[src/design/tebp_pkg.sv]
// Shared types, phase codes, status codes and field tables for the trim element bit parser.
package tebp_pkg;

    typedef logic [4:0] t_phase;
    typedef logic [2:0] t_status;

    // Parse phases; each names the field that is being collected.
    localparam t_phase PH_WARP    = 5'd0;
    localparam t_phase PH_RSV     = 5'd1;
    localparam t_phase PH_GLOB    = 5'd2;
    localparam t_phase PH_DEF     = 5'd3;
    localparam t_phase PH_DIS     = 5'd4;
    localparam t_phase PH_PRES    = 5'd5;
    localparam t_phase PH_CEN     = 5'd6;
    localparam t_phase PH_SUR     = 5'd7;
    localparam t_phase PH_HGT     = 5'd8;
    localparam t_phase PH_TBS     = 5'd9;
    localparam t_phase PH_TBA     = 5'd10;
    localparam t_phase PH_LIS     = 5'd11;
    localparam t_phase PH_LIA     = 5'd12;
    localparam t_phase PH_POF     = 5'd13;
    localparam t_phase PH_OBJ     = 5'd14;
    localparam t_phase PH_PAD     = 5'd15;
    localparam t_phase PH_END_CFG = 5'd16;

    // Final parse status codes.
    localparam t_status ST_PASS      = 3'd0;
    localparam t_status ST_SHAPE     = 3'd1;
    localparam t_status ST_TRUNC     = 3'd2;
    localparam t_status ST_WARP      = 3'd3;
    localparam t_status ST_RESERVED  = 3'd4;
    localparam t_status ST_GLOBAL    = 3'd5;
    localparam t_status ST_LEVEL     = 3'd6;
    localparam t_status ST_PADDING   = 3'd7;

    // Global mode that carries trim configurations, and the invalid one.
    localparam logic [1:0] GLOBAL_TRIM    = 2'd2;
    localparam logic [1:0] GLOBAL_INVALID = 2'd3;
    // Surround and height codes below this are not legal levels.
    localparam logic [4:0] LEVEL_MIN = 5'd4;

    // Number of bits in the field collected in a given phase.
    function automatic logic [2:0] field_len(input t_phase phase);
        logic [2:0] len;
        unique case (phase)
            PH_WARP, PH_RSV, PH_GLOB:                 len = 3'd2;
            PH_PRES:                                  len = 3'd5;
            PH_CEN, PH_SUR, PH_HGT, PH_TBA, PH_LIA:   len = 3'd4;
            default:                                  len = 3'd1;
        endcase
        return len;
    endfunction

    // First present balance field at or after phase 'from', else end of configuration.
    // Mask bit 4 is centre, then surround, height, top/bottom and listener balance.
    function automatic t_phase next_balance(input logic [4:0] mask, input t_phase from);
        t_phase nxt;
        priority if (mask[4] && PH_CEN >= from) begin
            nxt = PH_CEN;
        end else if (mask[3] && PH_SUR >= from) begin
            nxt = PH_SUR;
        end else if (mask[2] && PH_HGT >= from) begin
            nxt = PH_HGT;
        end else if (mask[1] && PH_TBS >= from) begin
            nxt = PH_TBS;
        end else if (mask[0] && PH_LIS >= from) begin
            nxt = PH_LIS;
        end else begin
            nxt = PH_END_CFG;
        end
        return nxt;
    endfunction

endpackage

[src/design/trim_element_bit_parser_unit.sv]
// Top level of the bit-serial trim metadata element parser.
//
// The parser takes a trim metadata element one body bit per input transaction, most
// significant bit first, with s_axis_tlast on the final bit of the body. It decodes the
// 6-bit header (warp, reserved, global mode) and, in global mode 2, the trim
// configurations with their default and disable flags, presence mask and optional
// centre, surround, height and balance fields, then the per-object disable list and the
// zero padding. Every field is reported by one output transaction on the bit that
// completes it; the transaction that ends the parse carries m_axis_tlast high and the
// final status (pass, shape, truncated, warp, reserved bits, global mode, level code or
// padding). Bits that complete no field and do not end the parse produce no output.
// After an early end, the remaining bits up to the next tlast are dropped. The block
// takes one bit per clock cycle: an input register and a result register bracket a
// single step of the field counters and phase logic, so throughput is set by nothing
// but the output side's tready. A bit's result is presented on m_axis_tvalid from the
// result register, which is loaded as the bit leaves the input register. The
// object_count register is written over the cfg channel (always ready) and must only
// change while the parser is idle; it resets to 1.
module trim_element_bit_parser_unit
    import tebp_pkg::*;
#(
    parameter int TRIM_CONFIGS = 9,
    parameter int MAX_OBJECTS  = 159
) (
    input  logic        i_clk,
    input  logic        i_rst_n,
    // Input bit stream.
    input  logic        s_axis_tvalid,
    output logic        s_axis_tready,
    input  logic [7:0]  s_axis_tdata,   // [0] bit_value, [7:1] zero
    input  logic        s_axis_tlast,   // is_last
    // Decoded field stream.
    output logic        m_axis_tvalid,
    input  logic        m_axis_tready,
    output logic [23:0] m_axis_tdata,   // [0] field_valid, [4:1] config_index,
                                        // [12:5] object_index, [17:13] field_value,
                                        // [20:18] status, [23:21] zero
    output logic [3:0]  m_axis_tuser,   // field_kind
    output logic        m_axis_tlast,   // done_res
    // object_count register write.
    input  logic        i_cfg_valid,
    output logic        o_cfg_ready,
    input  logic [7:0]  i_cfg_data
);

    localparam logic [4:0] CFG_LIMIT = 5'(TRIM_CONFIGS);
    localparam logic [7:0] OBJ_LIMIT = 8'(MAX_OBJECTS);

    // Configuration.
    logic [7:0] r_obj_count;

    // Input register.
    logic       r_in_valid;
    logic       r_in_bit;
    logic       r_in_last;

    // Parse state.
    t_phase     r_phase,     n_phase;
    logic [2:0] r_bit_cnt,   n_bit_cnt;
    logic [4:0] r_shift,     n_shift;
    logic [3:0] r_cfg_cnt,   n_cfg_cnt;
    logic [7:0] r_obj_cnt,   n_obj_cnt;
    logic [4:0] r_pres_mask, n_pres_mask;
    logic       r_level_bad, n_level_bad;
    logic [3:0] r_hdr,       n_hdr;       // warp in [3:2], reserved in [1:0]
    logic       r_finished,  n_finished;

    // Result register.
    logic       r_out_valid;
    logic       r_o_emit;
    logic [3:0] r_o_kind;
    logic [3:0] r_o_cfg;
    logic [7:0] r_o_obj;
    logic [4:0] r_o_val;
    logic       r_o_done;
    t_status    r_o_status;

    // Step results.
    logic       w_adv;
    logic       w_res;
    logic       w_emit;
    logic [3:0] w_kind;
    logic [3:0] w_cfg;
    logic [7:0] w_obj;
    logic [4:0] w_val;
    logic       w_done;
    t_status    w_status;

    // The bit in the input register is processed when the result register can take it.
    assign w_adv         = r_in_valid && (!r_out_valid || m_axis_tready);
    assign s_axis_tready = !r_in_valid || w_adv;
    assign o_cfg_ready   = 1'b1;

    // One parse step for the registered bit.
    always_comb begin
        logic [4:0] acc;
        logic [3:0] cnt;
        logic [3:0] cfg_inc;
        logic [7:0] obj_inc;
        t_phase     nxt;
        logic       go_next_cfg;

        n_phase     = r_phase;
        n_bit_cnt   = r_bit_cnt;
        n_shift     = r_shift;
        n_cfg_cnt   = r_cfg_cnt;
        n_obj_cnt   = r_obj_cnt;
        n_pres_mask = r_pres_mask;
        n_level_bad = r_level_bad;
        n_hdr       = r_hdr;
        n_finished  = r_finished;

        w_emit   = 1'b0;
        w_kind   = 4'd0;
        w_cfg    = 4'd0;
        w_obj    = 8'd0;
        w_val    = 5'd0;
        w_done   = 1'b0;
        w_status = ST_PASS;

        acc         = {r_shift[3:0], r_in_bit};
        cnt         = {1'b0, r_bit_cnt} + 4'd1;
        cfg_inc     = r_cfg_cnt + 4'd1;
        obj_inc     = r_obj_cnt + 8'd1;
        nxt         = PH_PAD;
        go_next_cfg = 1'b0;

        if (r_finished) begin
            // Dropping the rest of an element that ended early.
            if (r_in_last) begin
                n_finished = 1'b0;
            end
        end else if (r_phase == PH_WARP && r_bit_cnt == 3'd0
                     && (r_obj_count == 8'd0 || r_obj_count > OBJ_LIMIT)) begin
            w_done   = 1'b1;
            w_status = ST_SHAPE;
        end else if (r_phase == PH_PAD) begin
            if (r_in_bit) begin
                w_done   = 1'b1;
                w_status = ST_PADDING;
            end else if (r_in_last) begin
                w_done   = 1'b1;
                w_status = ST_PASS;
            end
        end else begin
            if (cnt < {1'b0, field_len(r_phase)}) begin
                n_shift   = acc;
                n_bit_cnt = cnt[2:0];
            end else begin
                w_emit    = 1'b1;
                w_kind    = r_phase[3:0];
                w_val     = acc;
                n_shift   = 5'd0;
                n_bit_cnt = 3'd0;
                if (r_phase >= PH_DEF && r_phase <= PH_LIA) begin
                    w_cfg = r_cfg_cnt;
                end
                if (r_phase == PH_OBJ) begin
                    w_obj = r_obj_cnt;
                end

                unique case (r_phase)
                    PH_WARP: begin
                        n_hdr[3:2] = acc[1:0];
                        nxt        = PH_RSV;
                    end
                    PH_RSV: begin
                        n_hdr[1:0] = acc[1:0];
                        nxt        = PH_GLOB;
                    end
                    PH_GLOB: begin
                        // Header checks in priority order once all six bits are in.
                        if (r_hdr[3]) begin
                            w_status = ST_WARP;
                        end else if (r_hdr[1:0] != 2'd0) begin
                            w_status = ST_RESERVED;
                        end else if (acc[1:0] == GLOBAL_INVALID) begin
                            w_status = ST_GLOBAL;
                        end else if (acc[1:0] == GLOBAL_TRIM) begin
                            n_cfg_cnt = 4'd0;
                            nxt       = PH_DEF;
                        end else begin
                            nxt = PH_POF;
                        end
                    end
                    PH_DEF, PH_DIS: begin
                        // A set default or disable flag skips the rest of the configuration.
                        if (acc[0]) begin
                            go_next_cfg = 1'b1;
                        end else begin
                            nxt = (r_phase == PH_DEF) ? PH_DIS : PH_PRES;
                        end
                    end
                    PH_PRES: begin
                        n_pres_mask = acc;
                        n_level_bad = 1'b0;
                        nxt         = next_balance(acc, PH_CEN);
                    end
                    PH_CEN: nxt = next_balance(r_pres_mask, PH_SUR);
                    PH_SUR: begin
                        if (acc < LEVEL_MIN) begin
                            n_level_bad = 1'b1;
                        end
                        nxt = next_balance(r_pres_mask, PH_HGT);
                    end
                    PH_HGT: begin
                        if (acc < LEVEL_MIN) begin
                            n_level_bad = 1'b1;
                        end
                        nxt = next_balance(r_pres_mask, PH_TBS);
                    end
                    PH_TBS: nxt = PH_TBA;
                    PH_TBA: nxt = next_balance(r_pres_mask, PH_LIS);
                    PH_LIS: nxt = PH_LIA;
                    PH_LIA: nxt = PH_END_CFG;
                    PH_POF: begin
                        n_obj_cnt = 8'd0;
                        nxt       = acc[0] ? PH_OBJ : PH_PAD;
                    end
                    PH_OBJ: begin
                        n_obj_cnt = obj_inc;
                        nxt = (obj_inc >= r_obj_count || obj_inc == 8'd0) ? PH_PAD : PH_OBJ;
                    end
                    default: nxt = PH_PAD;
                endcase

                if (w_status == ST_PASS) begin
                    if (nxt == PH_END_CFG) begin
                        if (n_level_bad) begin
                            w_status = ST_LEVEL;
                        end else begin
                            go_next_cfg = 1'b1;
                        end
                    end else if (!go_next_cfg) begin
                        n_phase = nxt;
                    end
                    if (go_next_cfg) begin
                        n_cfg_cnt = cfg_inc;
                        n_phase   = ({1'b0, cfg_inc} >= CFG_LIMIT || cfg_inc == 4'd0)
                                    ? PH_POF : PH_DEF;
                    end
                end
                if (w_status != ST_PASS) begin
                    w_done = 1'b1;
                end
            end

            // End of body: pass if only padding is left, else the field list is truncated.
            if (!w_done && r_in_last) begin
                w_done   = 1'b1;
                w_status = (n_phase == PH_PAD) ? ST_PASS : ST_TRUNC;
            end
        end

        if (w_done) begin
            n_phase     = PH_WARP;
            n_bit_cnt   = 3'd0;
            n_shift     = 5'd0;
            n_cfg_cnt   = 4'd0;
            n_obj_cnt   = 8'd0;
            n_pres_mask = 5'd0;
            n_level_bad = 1'b0;
            n_hdr       = 4'd0;
            n_finished  = !r_in_last;
        end

        w_res = w_emit || w_done;
    end

    // Control and parse state.
    always_ff @(posedge i_clk) begin
        if (!i_rst_n) begin
            r_obj_count <= 8'd1;
            r_in_valid  <= 1'b0;
            r_out_valid <= 1'b0;
            r_phase     <= PH_WARP;
            r_bit_cnt   <= 3'd0;
            r_shift     <= 5'd0;
            r_cfg_cnt   <= 4'd0;
            r_obj_cnt   <= 8'd0;
            r_pres_mask <= 5'd0;
            r_level_bad <= 1'b0;
            r_hdr       <= 4'd0;
            r_finished  <= 1'b0;
        end else begin
            if (i_cfg_valid) begin
                r_obj_count <= i_cfg_data;
            end

            if (s_axis_tvalid && s_axis_tready) begin
                r_in_valid <= 1'b1;
            end else if (w_adv) begin
                r_in_valid <= 1'b0;
            end

            if (w_adv) begin
                r_out_valid <= w_res;
                r_phase     <= n_phase;
                r_bit_cnt   <= n_bit_cnt;
                r_shift     <= n_shift;
                r_cfg_cnt   <= n_cfg_cnt;
                r_obj_cnt   <= n_obj_cnt;
                r_pres_mask <= n_pres_mask;
                r_level_bad <= n_level_bad;
                r_hdr       <= n_hdr;
                r_finished  <= n_finished;
            end else if (m_axis_tready) begin
                r_out_valid <= 1'b0;
            end
        end
    end

    // Payload registers.
    always_ff @(posedge i_clk) begin
        if (s_axis_tvalid && s_axis_tready) begin
            r_in_bit  <= s_axis_tdata[0];
            r_in_last <= s_axis_tlast;
        end
        if (w_adv && w_res) begin
            r_o_emit   <= w_emit;
            r_o_kind   <= w_kind;
            r_o_cfg    <= w_cfg;
            r_o_obj    <= w_obj;
            r_o_val    <= w_val;
            r_o_done   <= w_done;
            r_o_status <= w_status;
        end
    end

    assign m_axis_tvalid = r_out_valid;
    assign m_axis_tdata  = {3'd0, r_o_status, r_o_val, r_o_obj, r_o_cfg, r_o_emit};
    assign m_axis_tuser  = r_o_kind;
    assign m_axis_tlast  = r_o_done;

endmodule
[config.mk]
export PLATFORM = sky130hd
export DESIGN_NAME = trim_element_bit_parser_unit
export DESIGN_NICKNAME = d
export VERILOG_FILES = /design/src/design/tebp_pkg.sv /design/src/design/trim_element_bit_parser_unit.sv
export SDC_FILE = /design/constraint.sdc
export NUM_CORES = 1
export LEC_CHECK = 0
export ABC_AREA = 1
export BUFFER_PORTS_ARGS = -buffer_cell sky130_fd_sc_hd__buf_4
export CAP_MARGIN = 20
export CORE_MARGIN = 3
export CORE_UTILIZATION = 40
export DETAILED_ROUTE_END_ITERATION = 16
export HOLD_SLACK_MARGIN = 0.03
export PLACE_DENSITY = 0.68
export SYNTH_ARGS = -nofsm -noshare
export SYNTH_HDL_FRONTEND = slang
export SYNTH_SLANG_ARGS = --single-unit
export TNS_END_PERCENT = 1
[constraint.sdc]
create_clock -name i_clk -period 4.47 [get_ports i_clk]
set_input_delay 0.894 -clock i_clk [delete_from_list [all_inputs] [get_ports i_clk]]
set_output_delay 0.894 -clock i_clk [all_outputs]
set_load 0.03 [all_outputs]
; ---- After elaboration in Yosys (flattened, before gate mapping)
; Memory sizes are Yosys's and may differ from the RTL's. A register that Yosys moved wholly into a read port is not among the register bits.
; Cells that the tools add are included.
[totals]
register_bits = 72
romBits = 48
in_bits = 22
elab_cells = 251
out_inout_bits = 32
memories = 1
[mem_list]
columns = memory, depth, width, rd, rd_ports_with_merged_regs, wr, line_no
row1 = (no name shown), 16, 3, 1, 1, 0, tebp_pkg.sv:45  ; unique case (phase)
[op_classes]
eq_ne = 23
n_mux = 149
reduce_logical = 43
add_sub_neg = 3
n_bitwise = 2
order_cmp = 7
[ops]
columns = op, n
row1 = two-way mux 4 bit, 36
row2 = two-way mux 5 bit, 25
row3 = two-way mux 3 bit, 28
row4 = case mux 5 bit (14 select lines), 1
row5 = two-way mux 1 bit, 49
row6 = "== test 5 x 4 -> 1 bit, second input constant", 9
row7 = two-way mux 8 bit, 5
row8 = AND reduction 6 bit, 4
row9 = "== test 5 x 3 -> 1 bit, second input constant", 4
row10 = logical NOT 8 bit, 2
row11 = case mux 8 bit (2 select lines), 1
row12 = nonzero test 2 bit, 6
row13 = "== test 5 x 2 -> 1 bit, second input constant", 2
row14 = OR reduction 5 bit, 2
row15 = "adder 8 x 1 -> 8 bit, second input constant", 1
row16 = >= comparator 8 bit, 1
row17 = "greater-than comparator 8 bit, second input constant", 1
row18 = logical AND 1 bit, 7
row19 = logical NOT 3 bit, 2
row20 = logical OR 1 bit, 6
row21 = two-way mux 2 bit, 3
row22 = "inequality test 2 bit, second input constant", 3
row23 = nonzero test 3 bit, 2
row24 = OR reduction 2 bit, 3
row25 = 19 further kinds, 24

; ---- Depth between registers and ports, before layout
[depth]
depth_word = 33
depth_mapped = 24
mapped_depth_nobuf = 23

; ---- Worst setup path after synthesis
; OpenSTA, ideal clock, no wires.
[synth_timing]
path_kind = flip-flop to flip-flop
startpoint = reg r_bit_cnt[0]
endpoint = reg r_obj_cnt[3]
path_buffers = 2
period_less_slack_ns = 2.583
stages_incl_launch_ff = 18
setup_slack_ns = 1.887
arrival_ns = 2.465
path_cell_list = dfxtp_1 inv_1 ha_1 ha_1 a21oi_1 nor2_1 nor2_1 inv_1 nand2_1 nand3_2 nand2_2 buf_6 o21ai_1 nand2_1 inv_2 buf_4 o21ai_1 a21oi_1
[synth_via]
elab_chain_cells = 14
elab_cells_between_ends = 22
[synth_rtl]
columns = element, line_no
row1 = "start, declared", trim_element_bit_parser_unit.sv:59  ; logic [2:0] r_bit_cnt, n_bit_cnt;
row2 = "start signal, assigned", trim_element_bit_parser_unit.sv:299  ; r_bit_cnt <= n_bit_cnt;
row3 = adder 3 x 1 -> 4 bit, trim_element_bit_parser_unit.sv:122  ; cnt = {1'b0, r_bit_cnt} + 4'd1;
row4 = < comparator 4 x 3 -> 1 bit, trim_element_bit_parser_unit.sv:146  ; if (cnt < {1'b0, field_len(r_phase)}) begin
row5 = two-way mux 1 bit, trim_element_bit_parser_unit.sv:146
row6 = two-way mux 1 bit, trim_element_bit_parser_unit.sv:137  ; end else if (r_phase == PH_PAD) begin
row7 = two-way mux 1 bit, trim_element_bit_parser_unit.sv:133  ; end else if (r_phase == PH_WARP && r_bit_cnt == 3'd0
row8 = two-way mux 1 bit, trim_element_bit_parser_unit.sv:128  ; if (r_finished) begin
row9 = logical NOT 1 bit, trim_element_bit_parser_unit.sv:249  ; if (!w_done && r_in_last) begin
row10 = logical AND 1 bit, trim_element_bit_parser_unit.sv:249
row11 = two-way mux 1 bit, trim_element_bit_parser_unit.sv:249
row12 = two-way mux 1 bit, trim_element_bit_parser_unit.sv:137
row13 = two-way mux 1 bit, trim_element_bit_parser_unit.sv:133
row14 = two-way mux 1 bit, trim_element_bit_parser_unit.sv:128
row15 = inequality test 2 bit (no source line) (tied with other cells), -
row16 = AND reduction 6 bit (no source line), -
row17 = "end signal, assigned", trim_element_bit_parser_unit.sv:302  ; r_obj_cnt <= n_obj_cnt;
row18 = "end, declared", trim_element_bit_parser_unit.sv:62  ; logic [7:0] r_obj_cnt, n_obj_cnt;
; Several ways; a longest one is shown, not always the timed one. The select of a mux whose other input is x is not followed.
; A chain may end at the register's enable or synchronous reset.

; ---- Worst setup path in the final report
[layout_timing]
startpoint = reg r_bit_cnt[0]
endpoint = reg r_pres_mask[1]
[layout_via]
elab_chain_cells = 14
elab_cells_between_ends = 22
[layout_rtl]
columns = element, line_no
row1 = adder 3 x 1 -> 4 bit, trim_element_bit_parser_unit.sv:122
row2 = < comparator 4 x 3 -> 1 bit, trim_element_bit_parser_unit.sv:146
row3 = two-way mux 1 bit, trim_element_bit_parser_unit.sv:146
row4 = two-way mux 1 bit, trim_element_bit_parser_unit.sv:137
row5 = two-way mux 1 bit, trim_element_bit_parser_unit.sv:133
row6 = two-way mux 1 bit, trim_element_bit_parser_unit.sv:128
row7 = logical NOT 1 bit, trim_element_bit_parser_unit.sv:249
row8 = logical AND 1 bit, trim_element_bit_parser_unit.sv:249
row9 = two-way mux 1 bit, trim_element_bit_parser_unit.sv:249
row10 = two-way mux 1 bit, trim_element_bit_parser_unit.sv:137
row11 = two-way mux 1 bit (*), trim_element_bit_parser_unit.sv:133
row12 = two-way mux 1 bit (*), trim_element_bit_parser_unit.sv:128
row13 = via w_done, trim_element_bit_parser_unit.sv:86  ; logic w_done;
row14 = inequality test 2 bit (no source line) (tied with other cells), -
row15 = AND reduction 6 bit (no source line), -
row16 = "end signal, assigned", trim_element_bit_parser_unit.sv:303  ; r_pres_mask <= n_pres_mask;
row17 = "end, declared", trim_element_bit_parser_unit.sv:63  ; logic [4:0] r_pres_mask, n_pres_mask;
; The timed path passes the listed nets; every way through them passes the cells marked *. The select of a mux whose other input is x is not followed.

==> key figures <==
CTS
  – Sinks on the clock net: 74
  – Count of instances resized after the clock tree is built: 0
  – Clock transition at the registers of the reported paths: 90 ps
  – Cts hold-fix bufs: 0
  – Number of levels the H-tree was split into: 3
  – Master cell of the clock root buffer: sky130_fd_sc_hd__clkbuf_8
  – Number of post-CTS setup repair buffers: 0
  – Number of buffers on the longest clock path: 2
  – Clock tree from TritonCTS: built
  – Clock insertion delay at the later pin of the skew report: 360 ps
  – Number of buffers added by the clock tree synthesis step: 9

Finish
  – Final instance count without filler cells: 779
  – Number of nets in the layout: 675
  – Layout overhead on the synthesized area: 15.1%
  – Antenna diodes: 0
  – Fraction of final layout cells sized beyond drive strength 1: 0.146

Hold path
  – Tightest Hold Check Type: reg2reg

STA
  – Final worst clock skew: 15.5 ps
  – Final Max Slew Viols: 0
  – Max frequency: 293 MHz
  – Final setup margin: 1060 ps
  – Hold Worst Slack: 476 ps
  – Final setup violation count: 0
  – Setup repair after global routing missed its margin: no
  – Total negative slack: 0 ps
  – Minimum clock period: 3410 ps
  – Share of the clock period used by the worst path: 0.763
  – Max transition margin: 0.414
  – Worst Max-Slew Pin Slew: 876 ps
  – Final count of hold timing violations: 0

Logic synthesis
  – Number of standard cells after synthesis: 598
  – Compound-Gate Fraction of Synth Area: 0.147
  – Count of state elements after synthesis: 74
  – Post-synth EDFFs: 28
  – Proportion of synthesized area in mux cells: 0
  – Post-synthesis cell type count: 37
  – Total standard cell area after synthesis: 4320 sq um
  – Most common flop cell mapped by yosys: sky130_fd_sc_hd__dfxtp_1
  – Post-synthesis average cell area: 7.22 sq um
  – Post-synthesis share of cell area spent on and, or, nand and nor gates: 0.287
  – Share of the yosys chip area belonging to registers: 0.408
  – Async SR Flop Fraction: 0
  – Adder-Cell Fraction of Synth Area: 0.0435
  – Largest family of logic cells by synthesized area: simple AND/OR/NAND/NOR gates
  – Number of warning messages in the yosys log: 0
  – Xor/xnor cell area share of the yosys netlist: 0.00811

Floorplan
  – Die Ht: 110 um
  – Core Box Area: 10400 sq um
  – DIE AREA: 12100 sq um
  – Die width: 110 um
  – Top-Level Pins: 54
  – Starting density of the core: 0.415
  – Number of placement rows: 37

Setup path
  – Arrival time of the worst setup path: 3670 ps
  – Critical Path Slowest Stage Cell: sky130_fd_sc_hd__dfxtp_1
  – Crit path max-delay family: simple AND/OR/NAND/NOR gates
  – Buffers plus inverters on the worst setup path: 4
  – Slowest Stage Delay on Critical Path: 400 ps
  – Worst path most repeated cell: sky130_fd_sc_hd__nor2_1
  – Critical path type: reg2reg
  – Required time worst endpoint: 4730 ps
  – Kind of start point of the critical path: flop
  – Critical path cell sequence: inv_1, ha_1, ha_1, a21oi_1, nor2_1, nor2_1, inv_1, nand2_1, nand3_2, nand2_2, buf_4, inv_2, nor2_1, nor2_1, a211oi_1
  – Critical-path maximum fanout: 19
  – Critical Path End Type: flop

Drt
  – Number of nets still failing antenna checks after routing: 0
  – Initial DRC Count: 294
  – Detail-routed net length per standard cell: 13.6 um
  – Drc violations: 0
  – Number of vias in the routed layout: 3985
  – Number of iterations in the first detailed-routing pass: 5
  – Overall routed net length: 10600 um
  – DR vias/cell: 5.12

Global routing
  – Via count of the first global-routing pass: 3550
  – Maximum number of pins on one net before global-route repair: 39
  – Number of antenna violations at the first check in global routing: 0
  – Total global routing track utilization: 0.184
  – Overflow left after global routing: 0
  – First-pass GRT wire length: 17300 um

Power
  – Switching power as a share of total power: 0.321
  – Clock power share: 0.335
  – Max IR drop VDD: 0.168 mV
  – Part of the total power dissipated in combinational logic: 0.239
  – Total internal power: 0.00127 W
  – Power consumption: 0.00187 W
  – Leakage: 2.25 nW
  – Fraction of power consumed by sequential logic: 0.426
  – Total net switching power: 0.000599 W
  – Power density over cell area: 376 nW/um^2

Placed design
  – DP Worst Slack: 1040 ps
  – Port buffer count: 42
  – Placer congestion estimate: 0.932
  – Total half-perimeter wirelength after legalization and detailed placement: 7950 um
  – Number of instances in the placed design: 762

Outcome
  – Run status: finished clean

Run
  – Number of maximum-capacitance constraint violations: 0
==> flip-flops by register name (all words and copies together), names as in the netlist, 5 cells and up, named ones only <==
name and flops:
r_o_obj 8, r_obj_cnt 8, r_obj_count 8, r_o_val 5
r_phase 5
==> cell usage in the layout (no fill, tap or decap), drive strengths merged, types with 10 or more instances in the layout <==
cell type and instances:
a21oi 39, buf 45, clkbuf 11, dfxtp 46
edfxtp 28, ha 15, inv 87, nand2 130
nand3 47, nand4 10, nor2 86, o21ai 50
==> tightest hold or removal path, cell delays in order, from the launching register on <==
cell and delay, ps:
sky130_fd_sc_hd__dfxtp_1 320, sky130_fd_sc_hd__nand2_1 60, sky130_fd_sc_hd__a21oi_1 50
==> cells by family after synthesis <==
kind of cell	count (synthesis)
xor+xnor	4
other cells	2
fa+ha+maj	15
simple gates	284
buf+inv	108
flops	74
compound gates	111
==> cell type report <==
type	instances	area [sq um]
clock buffers	11	131
clock inverters	5	104
fillers	1028	5440
inverters	90	338
multi-input cells	418	2110
flip-flops and latches	74	1760
well taps	136	170
repair buffers	45	358
==> stage by stage <==
stage	util	instance area, sq um
3_3_place_gp	0.452	4710
2_1_floorplan	-	4330
6_report	0.477	4970
4_1_cts	0.475	4940
5_1_grt	0.477	4970
3_5_place_dp	0.452	4710
==> power by group through the flow <==
| stage | registers, W | clock network [W] | logic, W |
|---|---|---|---|
| 3_3_place_gp | 0.000809 | 0 | 0.000432 |
| 2_1_floorplan | 0.000837 | 0 | 0.000293 |
| 3_5_place_dp | 0.000810 | 0 | 0.000434 |
| 4_1_cts | 0.000795 | 0.000642 | 0.000437 |
| 5_1_grt | 0.000802 | 0.000671 | 0.000501 |
| 6_report | 0.000795 | 0.000626 | 0.000446 |
==> cell usage after synthesis (2+ instances only) <==
cell type | count | area [sq um]
sky130_fd_sc_hd__a211oi_1 | 8 | 60.1
sky130_fd_sc_hd__a21oi_1 | 38 | 190
sky130_fd_sc_hd__a31oi_1 | 2 | 12.5
sky130_fd_sc_hd__buf_2 | 4 | 20.0
sky130_fd_sc_hd__buf_4 | 8 | 60.1
sky130_fd_sc_hd__buf_6 | 2 | 22.5
sky130_fd_sc_hd__clkbuf_1 | 4 | 15.0
sky130_fd_sc_hd__clkinv_1 | 3 | 11.3
sky130_fd_sc_hd__conb_1 | 2 | 7.51
sky130_fd_sc_hd__dfxtp_1 | 46 | 921
sky130_fd_sc_hd__edfxtp_1 | 28 | 841
sky130_fd_sc_hd__ha_1 | 15 | 188
sky130_fd_sc_hd__inv_1 | 72 | 270
sky130_fd_sc_hd__inv_2 | 15 | 56.3
sky130_fd_sc_hd__nand2_1 | 122 | 458
sky130_fd_sc_hd__nand2_2 | 8 | 50.1
sky130_fd_sc_hd__nand3_1 | 44 | 220
sky130_fd_sc_hd__nand3_2 | 3 | 30.0
sky130_fd_sc_hd__nand3b_1 | 2 | 15.0
sky130_fd_sc_hd__nand4_1 | 10 | 62.6
sky130_fd_sc_hd__nor2_1 | 79 | 297
sky130_fd_sc_hd__nor2_2 | 4 | 25.0
sky130_fd_sc_hd__nor2_4 | 3 | 33.8
sky130_fd_sc_hd__nor3_1 | 8 | 40.0
sky130_fd_sc_hd__o2111ai_1 | 4 | 35.0
sky130_fd_sc_hd__o211a_1 | 2 | 20.0
sky130_fd_sc_hd__o211ai_1 | 3 | 22.5
sky130_fd_sc_hd__o21ai_0 | 34 | 170
sky130_fd_sc_hd__o21ai_1 | 15 | 75.1
sky130_fd_sc_hd__xnor2_1 | 2 | 17.5
sky130_fd_sc_hd__xor2_1 | 2 | 17.5
==> per-layer routing <==
layer  global-route usage  vias up  wire length [um]
met3               0.0388       17               551
met1                0.266     1814              5230
li1                     -     2040                 -
met4               0.0686        0               233
met2                0.268      114              4590
met5                    0        -                 0
==> worst paths after layout <==
kind	cells past startpoint	to	slack, ps	from
setup / recovery	15	r_pres_mask[1]$_SDFFE_PN0P_	1060	r_bit_cnt[0]$_SDFFE_PN0N_
hold / removal	2	r_hdr[1]$_SDFFE_PN0P_	480	r_hdr[1]$_SDFFE_PN0P_
setup reg to reg	15	r_pres_mask[1]$_SDFFE_PN0P_	1060	r_bit_cnt[0]$_SDFFE_PN0N_
hold reg to reg	2	r_hdr[1]$_SDFFE_PN0P_	480	r_hdr[1]$_SDFFE_PN0P_
No activity file was read; power rests on OpenSTA's default activity.
